$ cat src/design/cfr_pkg.sv
// Shared types, constants and the CRC helper for the CRC-checked frame receiver.
package cfr_pkg;

   // Field widths.
   localparam int BYTE_W      = 8;
   localparam int WORD_W      = 16;
   localparam int MAX_LEN_W   = 16;
   localparam int CSR_INDEX_W = 2;
   localparam int CSR_DATA_W  = 16;
   localparam int STATUS_W    = 2;

   // Configuration defaults and protocol constants.
   localparam int                 LENGTH_WIDTH_DEFAULT = 10;
   localparam int                 FIFO_DEPTH_DEFAULT   = 4;
   localparam logic [BYTE_W-1:0]  SYNC_RESET           = 8'hA5;
   localparam logic [BYTE_W-1:0]  TAIL_RESET           = 8'h5A;
   localparam int                 MAX_LENGTH_RESET     = 515;
   localparam logic [WORD_W-1:0]  MIN_LENGTH           = 16'd3;
   localparam logic [WORD_W-1:0]  CRC_POLY             = 16'hA001;
   localparam logic [WORD_W-1:0]  CRC_INIT             = 16'hFFFF;

   // Configuration register indexes.
   typedef enum logic [CSR_INDEX_W-1:0] {
      CSR_SYNC    = 2'd0,
      CSR_TAIL    = 2'd1,
      CSR_MAX_LEN = 2'd2
   } csr_index_type;

   // Receive phases, one per byte position of a frame.
   typedef enum logic [3:0] {
      PH_HUNT, PH_SRC, PH_DST, PH_FN_LO, PH_FN_HI, PH_LEN_LO, PH_LEN_HI,
      PH_CMD_LO, PH_CMD_HI, PH_PAYLOAD, PH_ACK, PH_CRC_LO, PH_CRC_HI, PH_TAIL
   } phase_type;

   // Kind of a result transaction.
   typedef enum logic {
      KIND_PAYLOAD = 1'b0,
      KIND_END     = 1'b1
   } kind_type;

   // Frame status codes.
   typedef enum logic [STATUS_W-1:0] {
      STATUS_OK         = 2'd0,
      STATUS_CRC        = 2'd1,
      STATUS_BAD_TAIL   = 2'd2,
      STATUS_BAD_LENGTH = 2'd3
   } status_type;

   // Record handed from the parser to the output stage.
   typedef struct packed {
      kind_type              kind;
      logic [BYTE_W-1:0]     data;
      logic [BYTE_W-1:0]     src;
      logic [BYTE_W-1:0]     dst;
      logic [WORD_W-1:0]     fn;
      logic [WORD_W-1:0]     cmd;
      logic [MAX_LEN_W-1:0]  plen;
      logic                  ack;
      logic                  bad_len;
      logic                  bad_tail;
      logic                  bad_crc;
   } cfr_rec_type;

   // One byte of CRC16 Modbus, reflected, eight bit steps.
   function automatic logic [WORD_W-1:0] crc16_update(input logic [WORD_W-1:0] crc,
                                                      input logic [BYTE_W-1:0] data);
      logic [WORD_W-1:0] c;
      c = crc ^ {8'h00, data};
      for (int k = 0; k < 8; k++) begin
         c = c[0] ? ((c >> 1) ^ CRC_POLY) : (c >> 1);
      end
      return c;
   endfunction

endpackage

$ cat src/design/cfr_front.sv
// Frame parser: configuration registers, phase tracking, CRC and header capture.
module cfr_front #(
   parameter int LENGTH_WIDTH = cfr_pkg::LENGTH_WIDTH_DEFAULT
) (
   input  logic                              clock,
   input  logic                              reset,
   input  logic                              csr_write,
   input  logic [cfr_pkg::CSR_INDEX_W-1:0]   csr_index,
   input  logic [cfr_pkg::CSR_DATA_W-1:0]    csr_data,
   input  logic                              byte_valid,
   input  logic [cfr_pkg::BYTE_W-1:0]        rx_byte,
   output logic                              rec_push,
   output cfr_pkg::cfr_rec_type              rec
);
   import cfr_pkg::*;

   localparam logic [LENGTH_WIDTH-1:0] MAX_LEN_RST = LENGTH_WIDTH'(MAX_LENGTH_RESET);

   logic [BYTE_W-1:0]       sync_ff, sync_in, tail_ff, tail_in;
   logic [LENGTH_WIDTH-1:0] max_len_ff, max_len_in;
   phase_type               phase_ff, phase_in;
   logic [LENGTH_WIDTH-1:0] count_ff, count_in, plen_ff, plen_in;
   logic [BYTE_W-1:0]       len_lo_ff, len_lo_in;
   logic [WORD_W-1:0]       crc_ff, crc_in, rx_crc_ff, rx_crc_in;
   logic [BYTE_W-1:0]       src_ff, src_in, dst_ff, dst_in;
   logic [WORD_W-1:0]       fn_ff, fn_in, cmd_ff, cmd_in;
   logic                    ack_ff, ack_in;
   logic [WORD_W-1:0]       len_full, len_minus;
   logic [LENGTH_WIDTH-1:0] count_next;
   logic                    len_bad;

   assign len_full   = {rx_byte, len_lo_ff};
   assign len_minus  = len_full - MIN_LENGTH;
   assign len_bad    = (len_full < MIN_LENGTH) || (len_full > WORD_W'(max_len_ff));
   assign count_next = count_ff + 1'b1;

   // Configuration register writes; an unknown index is dropped.
   always_comb begin
      sync_in    = sync_ff;
      tail_in    = tail_ff;
      max_len_in = max_len_ff;
      if (csr_write) begin
         unique case (csr_index)
            CSR_SYNC:    sync_in    = csr_data[BYTE_W-1:0];
            CSR_TAIL:    tail_in    = csr_data[BYTE_W-1:0];
            CSR_MAX_LEN: max_len_in = csr_data[LENGTH_WIDTH-1:0];
            default:     ;
         endcase
      end
   end

   // Per-byte phase step, CRC update and result classification.
   always_comb begin
      phase_in  = phase_ff;
      count_in  = count_ff;
      plen_in   = plen_ff;
      len_lo_in = len_lo_ff;
      crc_in    = crc_ff;
      rx_crc_in = rx_crc_ff;
      src_in    = src_ff;
      dst_in    = dst_ff;
      fn_in     = fn_ff;
      cmd_in    = cmd_ff;
      ack_in    = ack_ff;
      rec_push  = 1'b0;
      rec.kind     = KIND_PAYLOAD;
      rec.data     = rx_byte;
      rec.src      = src_ff;
      rec.dst      = dst_ff;
      rec.fn       = fn_ff;
      rec.cmd      = cmd_ff;
      rec.plen     = MAX_LEN_W'(plen_ff);
      rec.ack      = ack_ff;
      rec.bad_len  = 1'b0;
      rec.bad_tail = 1'b0;
      rec.bad_crc  = 1'b0;
      if (byte_valid) begin
         if (phase_ff >= PH_SRC && phase_ff <= PH_ACK) begin
            crc_in = crc16_update(crc_ff, rx_byte);
         end
         unique case (phase_ff)
            PH_HUNT: begin
               if (rx_byte == sync_ff) begin
                  crc_in   = CRC_INIT;
                  cmd_in   = '0;
                  count_in = '0;
                  phase_in = PH_SRC;
               end
            end
            PH_SRC:    begin src_in = rx_byte;            phase_in = PH_DST;    end
            PH_DST:    begin dst_in = rx_byte;            phase_in = PH_FN_LO;  end
            PH_FN_LO:  begin fn_in = {8'h00, rx_byte};    phase_in = PH_FN_HI;  end
            PH_FN_HI:  begin fn_in = {rx_byte, fn_ff[7:0]}; phase_in = PH_LEN_LO; end
            PH_LEN_LO: begin len_lo_in = rx_byte;         phase_in = PH_LEN_HI; end
            PH_LEN_HI: begin
               plen_in = len_minus[LENGTH_WIDTH-1:0];
               if (len_bad) begin
                  rec_push    = 1'b1;
                  rec.kind    = KIND_END;
                  rec.bad_len = 1'b1;
                  phase_in    = PH_HUNT;
               end else begin
                  phase_in = PH_CMD_LO;
               end
            end
            PH_CMD_LO: begin cmd_in = {8'h00, rx_byte}; phase_in = PH_CMD_HI; end
            PH_CMD_HI: begin
               cmd_in   = {rx_byte, cmd_ff[7:0]};
               count_in = '0;
               phase_in = (plen_ff == '0) ? PH_ACK : PH_PAYLOAD;
            end
            PH_PAYLOAD: begin
               count_in = count_next;
               if (count_next >= plen_ff) begin
                  phase_in = PH_ACK;
               end
               rec_push = 1'b1;
               rec.ack  = 1'b0;
            end
            PH_ACK:    begin ack_in = (rx_byte != '0);         phase_in = PH_CRC_LO; end
            PH_CRC_LO: begin rx_crc_in = {8'h00, rx_byte};     phase_in = PH_CRC_HI; end
            PH_CRC_HI: begin
               rx_crc_in = {rx_byte, rx_crc_ff[7:0]};
               phase_in  = PH_TAIL;
            end
            PH_TAIL: begin
               rec_push     = 1'b1;
               rec.kind     = KIND_END;
               rec.bad_tail = (rx_byte != tail_ff);
               rec.bad_crc  = (rx_crc_ff != crc_ff);
               phase_in     = PH_HUNT;
            end
            default: phase_in = PH_HUNT;
         endcase
      end
   end

   // Control and configuration registers.
   always_ff @(posedge clock) begin
      if (reset) begin
         sync_ff    <= SYNC_RESET;
         tail_ff    <= TAIL_RESET;
         max_len_ff <= MAX_LEN_RST;
         phase_ff   <= PH_HUNT;
         count_ff   <= '0;
         crc_ff     <= CRC_INIT;
      end else begin
         sync_ff    <= sync_in;
         tail_ff    <= tail_in;
         max_len_ff <= max_len_in;
         phase_ff   <= phase_in;
         count_ff   <= count_in;
         crc_ff     <= crc_in;
      end
   end

   // Frame header and trailer capture.
   always_ff @(posedge clock) begin
      plen_ff   <= plen_in;
      len_lo_ff <= len_lo_in;
      rx_crc_ff <= rx_crc_in;
      src_ff    <= src_in;
      dst_ff    <= dst_in;
      fn_ff     <= fn_in;
      cmd_ff    <= cmd_in;
      ack_ff    <= ack_in;
   end

   // Only the length, payload and tail positions produce records.
   assert property (@(posedge clock) disable iff (reset)
      rec_push |-> (phase_ff == PH_LEN_HI || phase_ff == PH_PAYLOAD || phase_ff == PH_TAIL))
      else $error("record produced outside a reporting phase");

   // A tail byte always returns the parser to hunting.
   assert property (@(posedge clock) disable iff (reset)
      (byte_valid && phase_ff == PH_TAIL) |=> (phase_ff == PH_HUNT))
      else $error("parser did not resume hunting after the tail");

endmodule

$ cat src/design/cfr_fifo.sv
// Small record queue between the frame parser and the output stage.
module cfr_fifo #(
   parameter int DEPTH = cfr_pkg::FIFO_DEPTH_DEFAULT
) (
   input  logic                  clock,
   input  logic                  reset,
   input  logic                  push,
   input  cfr_pkg::cfr_rec_type  push_data,
   output logic                  full,
   input  logic                  pop,
   output cfr_pkg::cfr_rec_type  pop_data,
   output logic                  empty
);
   import cfr_pkg::*;

   localparam int AW = (DEPTH > 1) ? $clog2(DEPTH) : 1;
   localparam int CW = $clog2(DEPTH + 1);
   localparam logic [AW-1:0] LAST = AW'(DEPTH - 1);
   localparam logic [CW-1:0] DEPTH_C = CW'(DEPTH);

   cfr_rec_type      mem_ff [DEPTH];
   logic [AW-1:0]    wr_ptr_ff, wr_ptr_in, rd_ptr_ff, rd_ptr_in;
   logic [CW-1:0]    count_ff, count_in;
   logic             do_push, do_pop;

   assign full     = (count_ff == DEPTH_C);
   assign empty    = (count_ff == '0);
   assign do_push  = push && !full;
   assign do_pop   = pop && !empty;
   assign pop_data = mem_ff[rd_ptr_ff];

   // Pointer wrap and occupancy.
   always_comb begin
      wr_ptr_in = wr_ptr_ff;
      rd_ptr_in = rd_ptr_ff;
      count_in  = count_ff;
      if (do_push) begin
         wr_ptr_in = (wr_ptr_ff == LAST) ? '0 : wr_ptr_ff + 1'b1;
      end
      if (do_pop) begin
         rd_ptr_in = (rd_ptr_ff == LAST) ? '0 : rd_ptr_ff + 1'b1;
      end
      if (do_push && !do_pop) begin
         count_in = count_ff + 1'b1;
      end else if (do_pop && !do_push) begin
         count_in = count_ff - 1'b1;
      end
   end

   always_ff @(posedge clock) begin
      if (reset) begin
         wr_ptr_ff <= '0;
         rd_ptr_ff <= '0;
         count_ff  <= '0;
      end else begin
         wr_ptr_ff <= wr_ptr_in;
         rd_ptr_ff <= rd_ptr_in;
         count_ff  <= count_in;
      end
   end

   // Storage write.
   always_ff @(posedge clock) begin
      if (do_push) begin
         mem_ff[wr_ptr_ff] <= push_data;
      end
   end

   // The parser is held off while the queue is full, so no record is dropped.
   assert property (@(posedge clock) disable iff (reset) !(push && full))
      else $error("record pushed into a full queue");

   // Occupancy never exceeds the depth.
   assert property (@(posedge clock) disable iff (reset) count_ff <= DEPTH_C)
      else $error("queue occupancy out of range");

endmodule

$ cat src/design/cfr_back.sv
// Output stage: holds one record and formats the result fields from it.
module cfr_back #(
   parameter int LENGTH_WIDTH = cfr_pkg::LENGTH_WIDTH_DEFAULT
) (
   input  logic                            clock,
   input  logic                            reset,
   input  logic                            fifo_empty,
   input  cfr_pkg::cfr_rec_type            fifo_data,
   output logic                            fifo_pop,
   output logic                            rsp_empty,
   input  logic                            rsp_pop,
   output logic                            rsp_kind,
   output logic [cfr_pkg::BYTE_W-1:0]      rsp_payload_byte,
   output logic [cfr_pkg::BYTE_W-1:0]      rsp_source_addr,
   output logic [cfr_pkg::BYTE_W-1:0]      rsp_dest_addr,
   output logic [cfr_pkg::WORD_W-1:0]      rsp_frame_number,
   output logic [cfr_pkg::WORD_W-1:0]      rsp_command_code,
   output logic [LENGTH_WIDTH-1:0]         rsp_payload_length,
   output logic                            rsp_ack_requested,
   output logic [cfr_pkg::STATUS_W-1:0]    rsp_frame_status
);
   import cfr_pkg::*;

   cfr_rec_type out_ff, out_in;
   logic        valid_ff, valid_in;
   logic        taken;
   status_type  status;

   // Load a new record when the stage is empty or its transaction completes.
   assign taken    = rsp_pop && valid_ff;
   assign fifo_pop = !fifo_empty && (!valid_ff || taken);

   always_comb begin
      valid_in = valid_ff;
      out_in   = out_ff;
      if (fifo_pop) begin
         valid_in = 1'b1;
         out_in   = fifo_data;
      end else if (taken) begin
         valid_in = 1'b0;
      end
   end

   always_ff @(posedge clock) begin
      if (reset) begin
         valid_ff <= 1'b0;
      end else begin
         valid_ff <= valid_in;
      end
   end

   always_ff @(posedge clock) begin
      out_ff <= out_in;
   end

   // Status priority: bad length, bad tail, CRC mismatch; payloads report OK.
   always_comb begin
      priority if (out_ff.kind == KIND_PAYLOAD) status = STATUS_OK;
      else if (out_ff.bad_len)  status = STATUS_BAD_LENGTH;
      else if (out_ff.bad_tail) status = STATUS_BAD_TAIL;
      else if (out_ff.bad_crc)  status = STATUS_CRC;
      else                      status = STATUS_OK;
   end

   // Field masking per result kind and for bad-length reports.
   assign rsp_empty          = !valid_ff;
   assign rsp_kind           = out_ff.kind;
   assign rsp_payload_byte   = (out_ff.kind == KIND_PAYLOAD) ? out_ff.data : '0;
   assign rsp_source_addr    = out_ff.src;
   assign rsp_dest_addr      = out_ff.dst;
   assign rsp_frame_number   = out_ff.fn;
   assign rsp_command_code   = out_ff.bad_len ? '0 : out_ff.cmd;
   assign rsp_payload_length = out_ff.bad_len ? '0 : out_ff.plen[LENGTH_WIDTH-1:0];
   assign rsp_ack_requested  = (out_ff.kind == KIND_END) && !out_ff.bad_len && out_ff.ack;
   assign rsp_frame_status   = status;

   // A waiting record reaches the output register in the next cycle.
   assert property (@(posedge clock) disable iff (reset)
      (!fifo_empty && !valid_ff) |=> valid_ff)
      else $error("output stage failed to load a waiting record");

endmodule

$ cat src/design/crc_checked_frame_receiver.sv
// Top level of the CRC-checked frame receiver: parser, record queue and output stage.
//
//   Channel   Ports                         Transaction
//   req       req_push / req_full           one received byte
//   rsp       rsp_pop / rsp_empty           one payload byte or end-of-frame report
//   csr       csr_valid / csr_ready         write of register csr_index (0 sync,
//                                           1 tail, 2 max length)
//
// One byte is taken per cycle while req_full is low; a result reaches the rsp ports
// via the queue (written at the edge that takes its byte) and the output register.
// req_full rises only when the record queue is full, i.e. while rsp_pop stays low.
// Reset restores the register defaults and starts hunting for the sync byte.
// csr_ready is always high, so a write is taken whenever csr_valid is high.
module crc_checked_frame_receiver #(
   parameter int LENGTH_WIDTH = cfr_pkg::LENGTH_WIDTH_DEFAULT,
   parameter int FIFO_DEPTH   = cfr_pkg::FIFO_DEPTH_DEFAULT
) (
   input  logic                            clock,
   input  logic                            reset,
   input  logic                            req_push,
   output logic                            req_full,
   input  logic [cfr_pkg::BYTE_W-1:0]      req_rx_byte,
   output logic                            rsp_empty,
   input  logic                            rsp_pop,
   output logic                            rsp_kind,
   output logic [cfr_pkg::BYTE_W-1:0]      rsp_payload_byte,
   output logic [cfr_pkg::BYTE_W-1:0]      rsp_source_addr,
   output logic [cfr_pkg::BYTE_W-1:0]      rsp_dest_addr,
   output logic [cfr_pkg::WORD_W-1:0]      rsp_frame_number,
   output logic [cfr_pkg::WORD_W-1:0]      rsp_command_code,
   output logic [LENGTH_WIDTH-1:0]         rsp_payload_length,
   output logic                            rsp_ack_requested,
   output logic [cfr_pkg::STATUS_W-1:0]    rsp_frame_status,
   input  logic                            csr_valid,
   output logic                            csr_ready,
   input  logic [cfr_pkg::CSR_INDEX_W-1:0] csr_index,
   input  logic [cfr_pkg::CSR_DATA_W-1:0]  csr_data
);
   import cfr_pkg::*;

   cfr_rec_type front_rec, fifo_data;
   logic        front_push, fifo_full, fifo_empty, fifo_pop, accept;

   // Bytes are taken whenever the record queue has room.
   assign req_full  = fifo_full;
   assign accept    = req_push && !fifo_full;
   assign csr_ready = 1'b1;

   cfr_front #(.LENGTH_WIDTH(LENGTH_WIDTH)) u_front (
      .clock      (clock),
      .reset      (reset),
      .csr_write  (csr_valid && csr_ready),
      .csr_index  (csr_index),
      .csr_data   (csr_data),
      .byte_valid (accept),
      .rx_byte    (req_rx_byte),
      .rec_push   (front_push),
      .rec        (front_rec)
   );

   cfr_fifo #(.DEPTH(FIFO_DEPTH)) u_fifo (
      .clock     (clock),
      .reset     (reset),
      .push      (front_push),
      .push_data (front_rec),
      .full      (fifo_full),
      .pop       (fifo_pop),
      .pop_data  (fifo_data),
      .empty     (fifo_empty)
   );

   cfr_back #(.LENGTH_WIDTH(LENGTH_WIDTH)) u_back (
      .clock              (clock),
      .reset              (reset),
      .fifo_empty         (fifo_empty),
      .fifo_data          (fifo_data),
      .fifo_pop           (fifo_pop),
      .rsp_empty          (rsp_empty),
      .rsp_pop            (rsp_pop),
      .rsp_kind           (rsp_kind),
      .rsp_payload_byte   (rsp_payload_byte),
      .rsp_source_addr    (rsp_source_addr),
      .rsp_dest_addr      (rsp_dest_addr),
      .rsp_frame_number   (rsp_frame_number),
      .rsp_command_code   (rsp_command_code),
      .rsp_payload_length (rsp_payload_length),
      .rsp_ack_requested  (rsp_ack_requested),
      .rsp_frame_status   (rsp_frame_status)
   );

endmodule
$ cat config.mk
export PLATFORM = sky130hd
export DESIGN_NAME = crc_checked_frame_receiver
export DESIGN_NICKNAME = d
export VERILOG_FILES = /design/src/design/cfr_pkg.sv /design/src/design/cfr_front.sv /design/src/design/cfr_fifo.sv /design/src/design/cfr_back.sv /design/src/design/crc_checked_frame_receiver.sv
export SDC_FILE = /design/constraint.sdc
export NUM_CORES = 1
export LEC_CHECK = 0
export ABC_AREA = 1
export BUFFER_PORTS_ARGS = -buffer_cell sky130_fd_sc_hd__clkbuf_2
export CAP_MARGIN = 20
export CORE_MARGIN = 2
export CORE_UTILIZATION = 40
export CTS_CLUSTER_DIAMETER = 40
export CTS_CLUSTER_SIZE = 12
export DETAILED_ROUTE_END_ITERATION = 12
export GPL_TIMING_DRIVEN = 0
export PLACE_DENSITY_LB_ADDON = 0.25
export SLEW_MARGIN = 20
export SYNTH_ARGS = -nofsm -noshare
export SYNTH_HDL_FRONTEND = slang
export SYNTH_HIERARCHICAL = 1
export SYNTH_SLANG_ARGS = --single-unit
$ cat constraint.sdc
create_clock -name clock -period 6.16 [get_ports clock]
set_input_delay 1.232 -clock clock [delete_from_list [all_inputs] [get_ports clock]]
set_output_delay 1.232 -clock clock [all_outputs]
set_load 0.005 [all_outputs]
==> flow_summary.ini <==
[cells_and_area]
utilization_pct = 48.6
diodes = 0
drive_gt1_share_pct = 18.7
stdcell_count = 2647
areaGrowthSynthToFinish_pct = 20.4
design_area_um2 = 24800
final_nets = 1970

[placement]
io_buffers = 96
place_inst = 2517
placed_area_um2 = 22400
place.gp.congestion = 0.868
hpwl_um = 32000

[setup_path]
reg2reg_depth = 11
arrival_ns = 4.89
required_ns = 6.46
worstSetupStartpointType = input pin
rrSetupSlack_ns = 2.14
crit_type = input pin to flip-flop
rr_endpoint = u_fifo/mem_ff[0][36]
crit_fanout = 22
reg2reg_from = u_fifo/count_ff[0]
cp-end-kind = flip-flop

[hold_path]
min-delay-start = u_front/max_len_ff[8]
min_delay_worst_endpoint = u_front/max_len_ff[8]
hold_path.class = flip-flop to flip-flop
holdPathStages = 2

[synth]
syn-cell-area_um2 = 20600
postSynthCellCount = 1723
synth_nets = 1783
syn_avg_cell_area_um2 = 12.0
yosysWarnings = 6

[pwr]
irDropWorstVdd_mv = 0.185
finalPower_w = 0.00810
power_density_nw_per_um2 = 327
p_leak_nw = 9.40

[global_route]
antenna_found_initial = 0
grt.total_usage_pct = 18.3
grt_pass1_vias = 13100
grt_max_degree = 24
grt_overflow = 0
grt_pass1_wl_um = 73900

[route]
drt-pass1-iter-count = 5
vias = 13300
drc_errors = 0
wl_per_cell_um = 18.3
drt_iter0_drc = 969
via_per_inst = 5.03
antenna_left = 0
routed_wirelength_um = 48500

[timing]
finalCriticalPeriod_ns = 4.59
rsz0062_at_grt = false
fin_skew_ns = 0.0215
setup_viol = 0
slew_headroom_pct = 33.1
hold_ws_ns = 0.464
fmax_mhz = 218
slew_viol_final = 0
tightest_slew_ns = 0.995
final-hold-violation-count = 0
finalCritPeriodShare_pct = 74.6

[clocking]
numCtsBuffers = 71
postCtsResizedCells = 0
hold_buffers = 0
clock_latency_ns = 0.61
cts_sinks = 504
cts.reportedPaths.clkPinSlew_ns = 0.05
clockRootBuffer = clkbuf_16
cts_tree = yes
htreeDepth = 3
cts_buffer_depth = 3
postCtsSetupBuffers = 0

[floorplan]
die_area_um2 = 53400
num_rows = 83
core_um2 = 51100
io-pin-count = 104
die_w_um = 231
start_util_pct = 40.4
fp.dieH_um = 231

[run]
cap_violations = 0

[outcome]
status = complete, no violations
-- sequential cells by signal, indices dropped and copies added (netlist names), 8 cells and up, named ones only --
name	count
u_front/max_len_ff	10
u_front/count_ff	10
u_front/src_ff	8
u_front/crc_ff	16
u_back/rsp_source_addr	8
u_fifo/mem_ff	284
u_front/sync_ff	8
u_front/len_lo_ff	8
u_front/dst_ff	8
u_front/rx_crc_ff	16
u_back/rsp_frame_number	16
u_front/tail_ff	8
u_front/cmd_ff	16
u_back/out_ff	38
u_front/plen_ff	10
u_front/fn_ff	16
u_back/rsp_dest_addr	8
-- critical path, stage by stage --
cell and delay [ns]:
clkbuf_2 0.30, inv_2 0.43, nand4_1 0.23, nor2_1 0.17, nand2_1 0.07, nand2_1 0.05, nand2_1 0.09, nand2_1 0.07
nand2_1 0.09, o21ai_0 0.46, or2_2 0.26, nand2_1 0.30, nor2_4 0.68, buf_16 0.23, buf_12 0.20
-- worst max-delay path by stage --
stage,startpoint,end,depth (start not counted)
finish,req_rx_byte[4],u_fifo/mem_ff[0][36],15
global route,req_rx_byte[4],u_fifo/mem_ff[0][41],15
CTS,req_rx_byte[4],u_fifo/mem_ff[0][32],15
detailed placement,req_rx_byte[4],u_fifo/mem_ff[0][33],15
global placement,req_rx_byte[4],u_fifo/mem_ff[3][26],13
floorplan,req_rx_byte[1],u_fifo/mem_ff[0][0],12
-- layout make-up --
type,instances,area [um^2]
plain buffers,110,761
clock buffers,83,1900
clock inverters,47,502
fillers,4516,26300
inverters,154,583
multi-input cells,955,4870
flip-flops and latches,504,14500
well taps,680,851
repair buffers,114,876
-- power breakdown --
group	internal, W	switching [W]
logic	0.000102	0.000210
registers	0.00373	0.0000359
clock network	0.00249	0.00154
total	0.00632	0.00178
-- placed cells by master, fill, tap and decap left out, types with 28 or more instances in the layout --
cell type,instances
ha_1,28
inv_1,140
nand2_1,192
clkbuf_1,28
a21oi_1,43
clkbuf_16,74
dfxtp_1,66
o22ai_1,71
nand3_1,28
o21ai_0,165
clkbuf_2,104
buf_4,51
edfxtp_1,438
nor2_1,294
-- metrics by stage --
step	setup WS [ns]	TNS, ns
3_5_place_dp	0.951	0
3_3_place_gp	-3.57	-986.64
2_1_floorplan	0.125	0
6_report	1.57	0
4_1_cts	1.57	0
5_1_grt	1.24	0
-- metal layers --
metal | vias up | routed length, um | track usage, %
li1 | 6361 | - | -
met1 | 6429 | 20700 | 23.7
met2 | 414 | 23100 | 30.0
met4 | 0 | 1750 | 8.45
met5 | - | 0 | 0
met3 | 111 | 2920 | 3.48
Note: power is estimated with default switching activity, not from simulation.
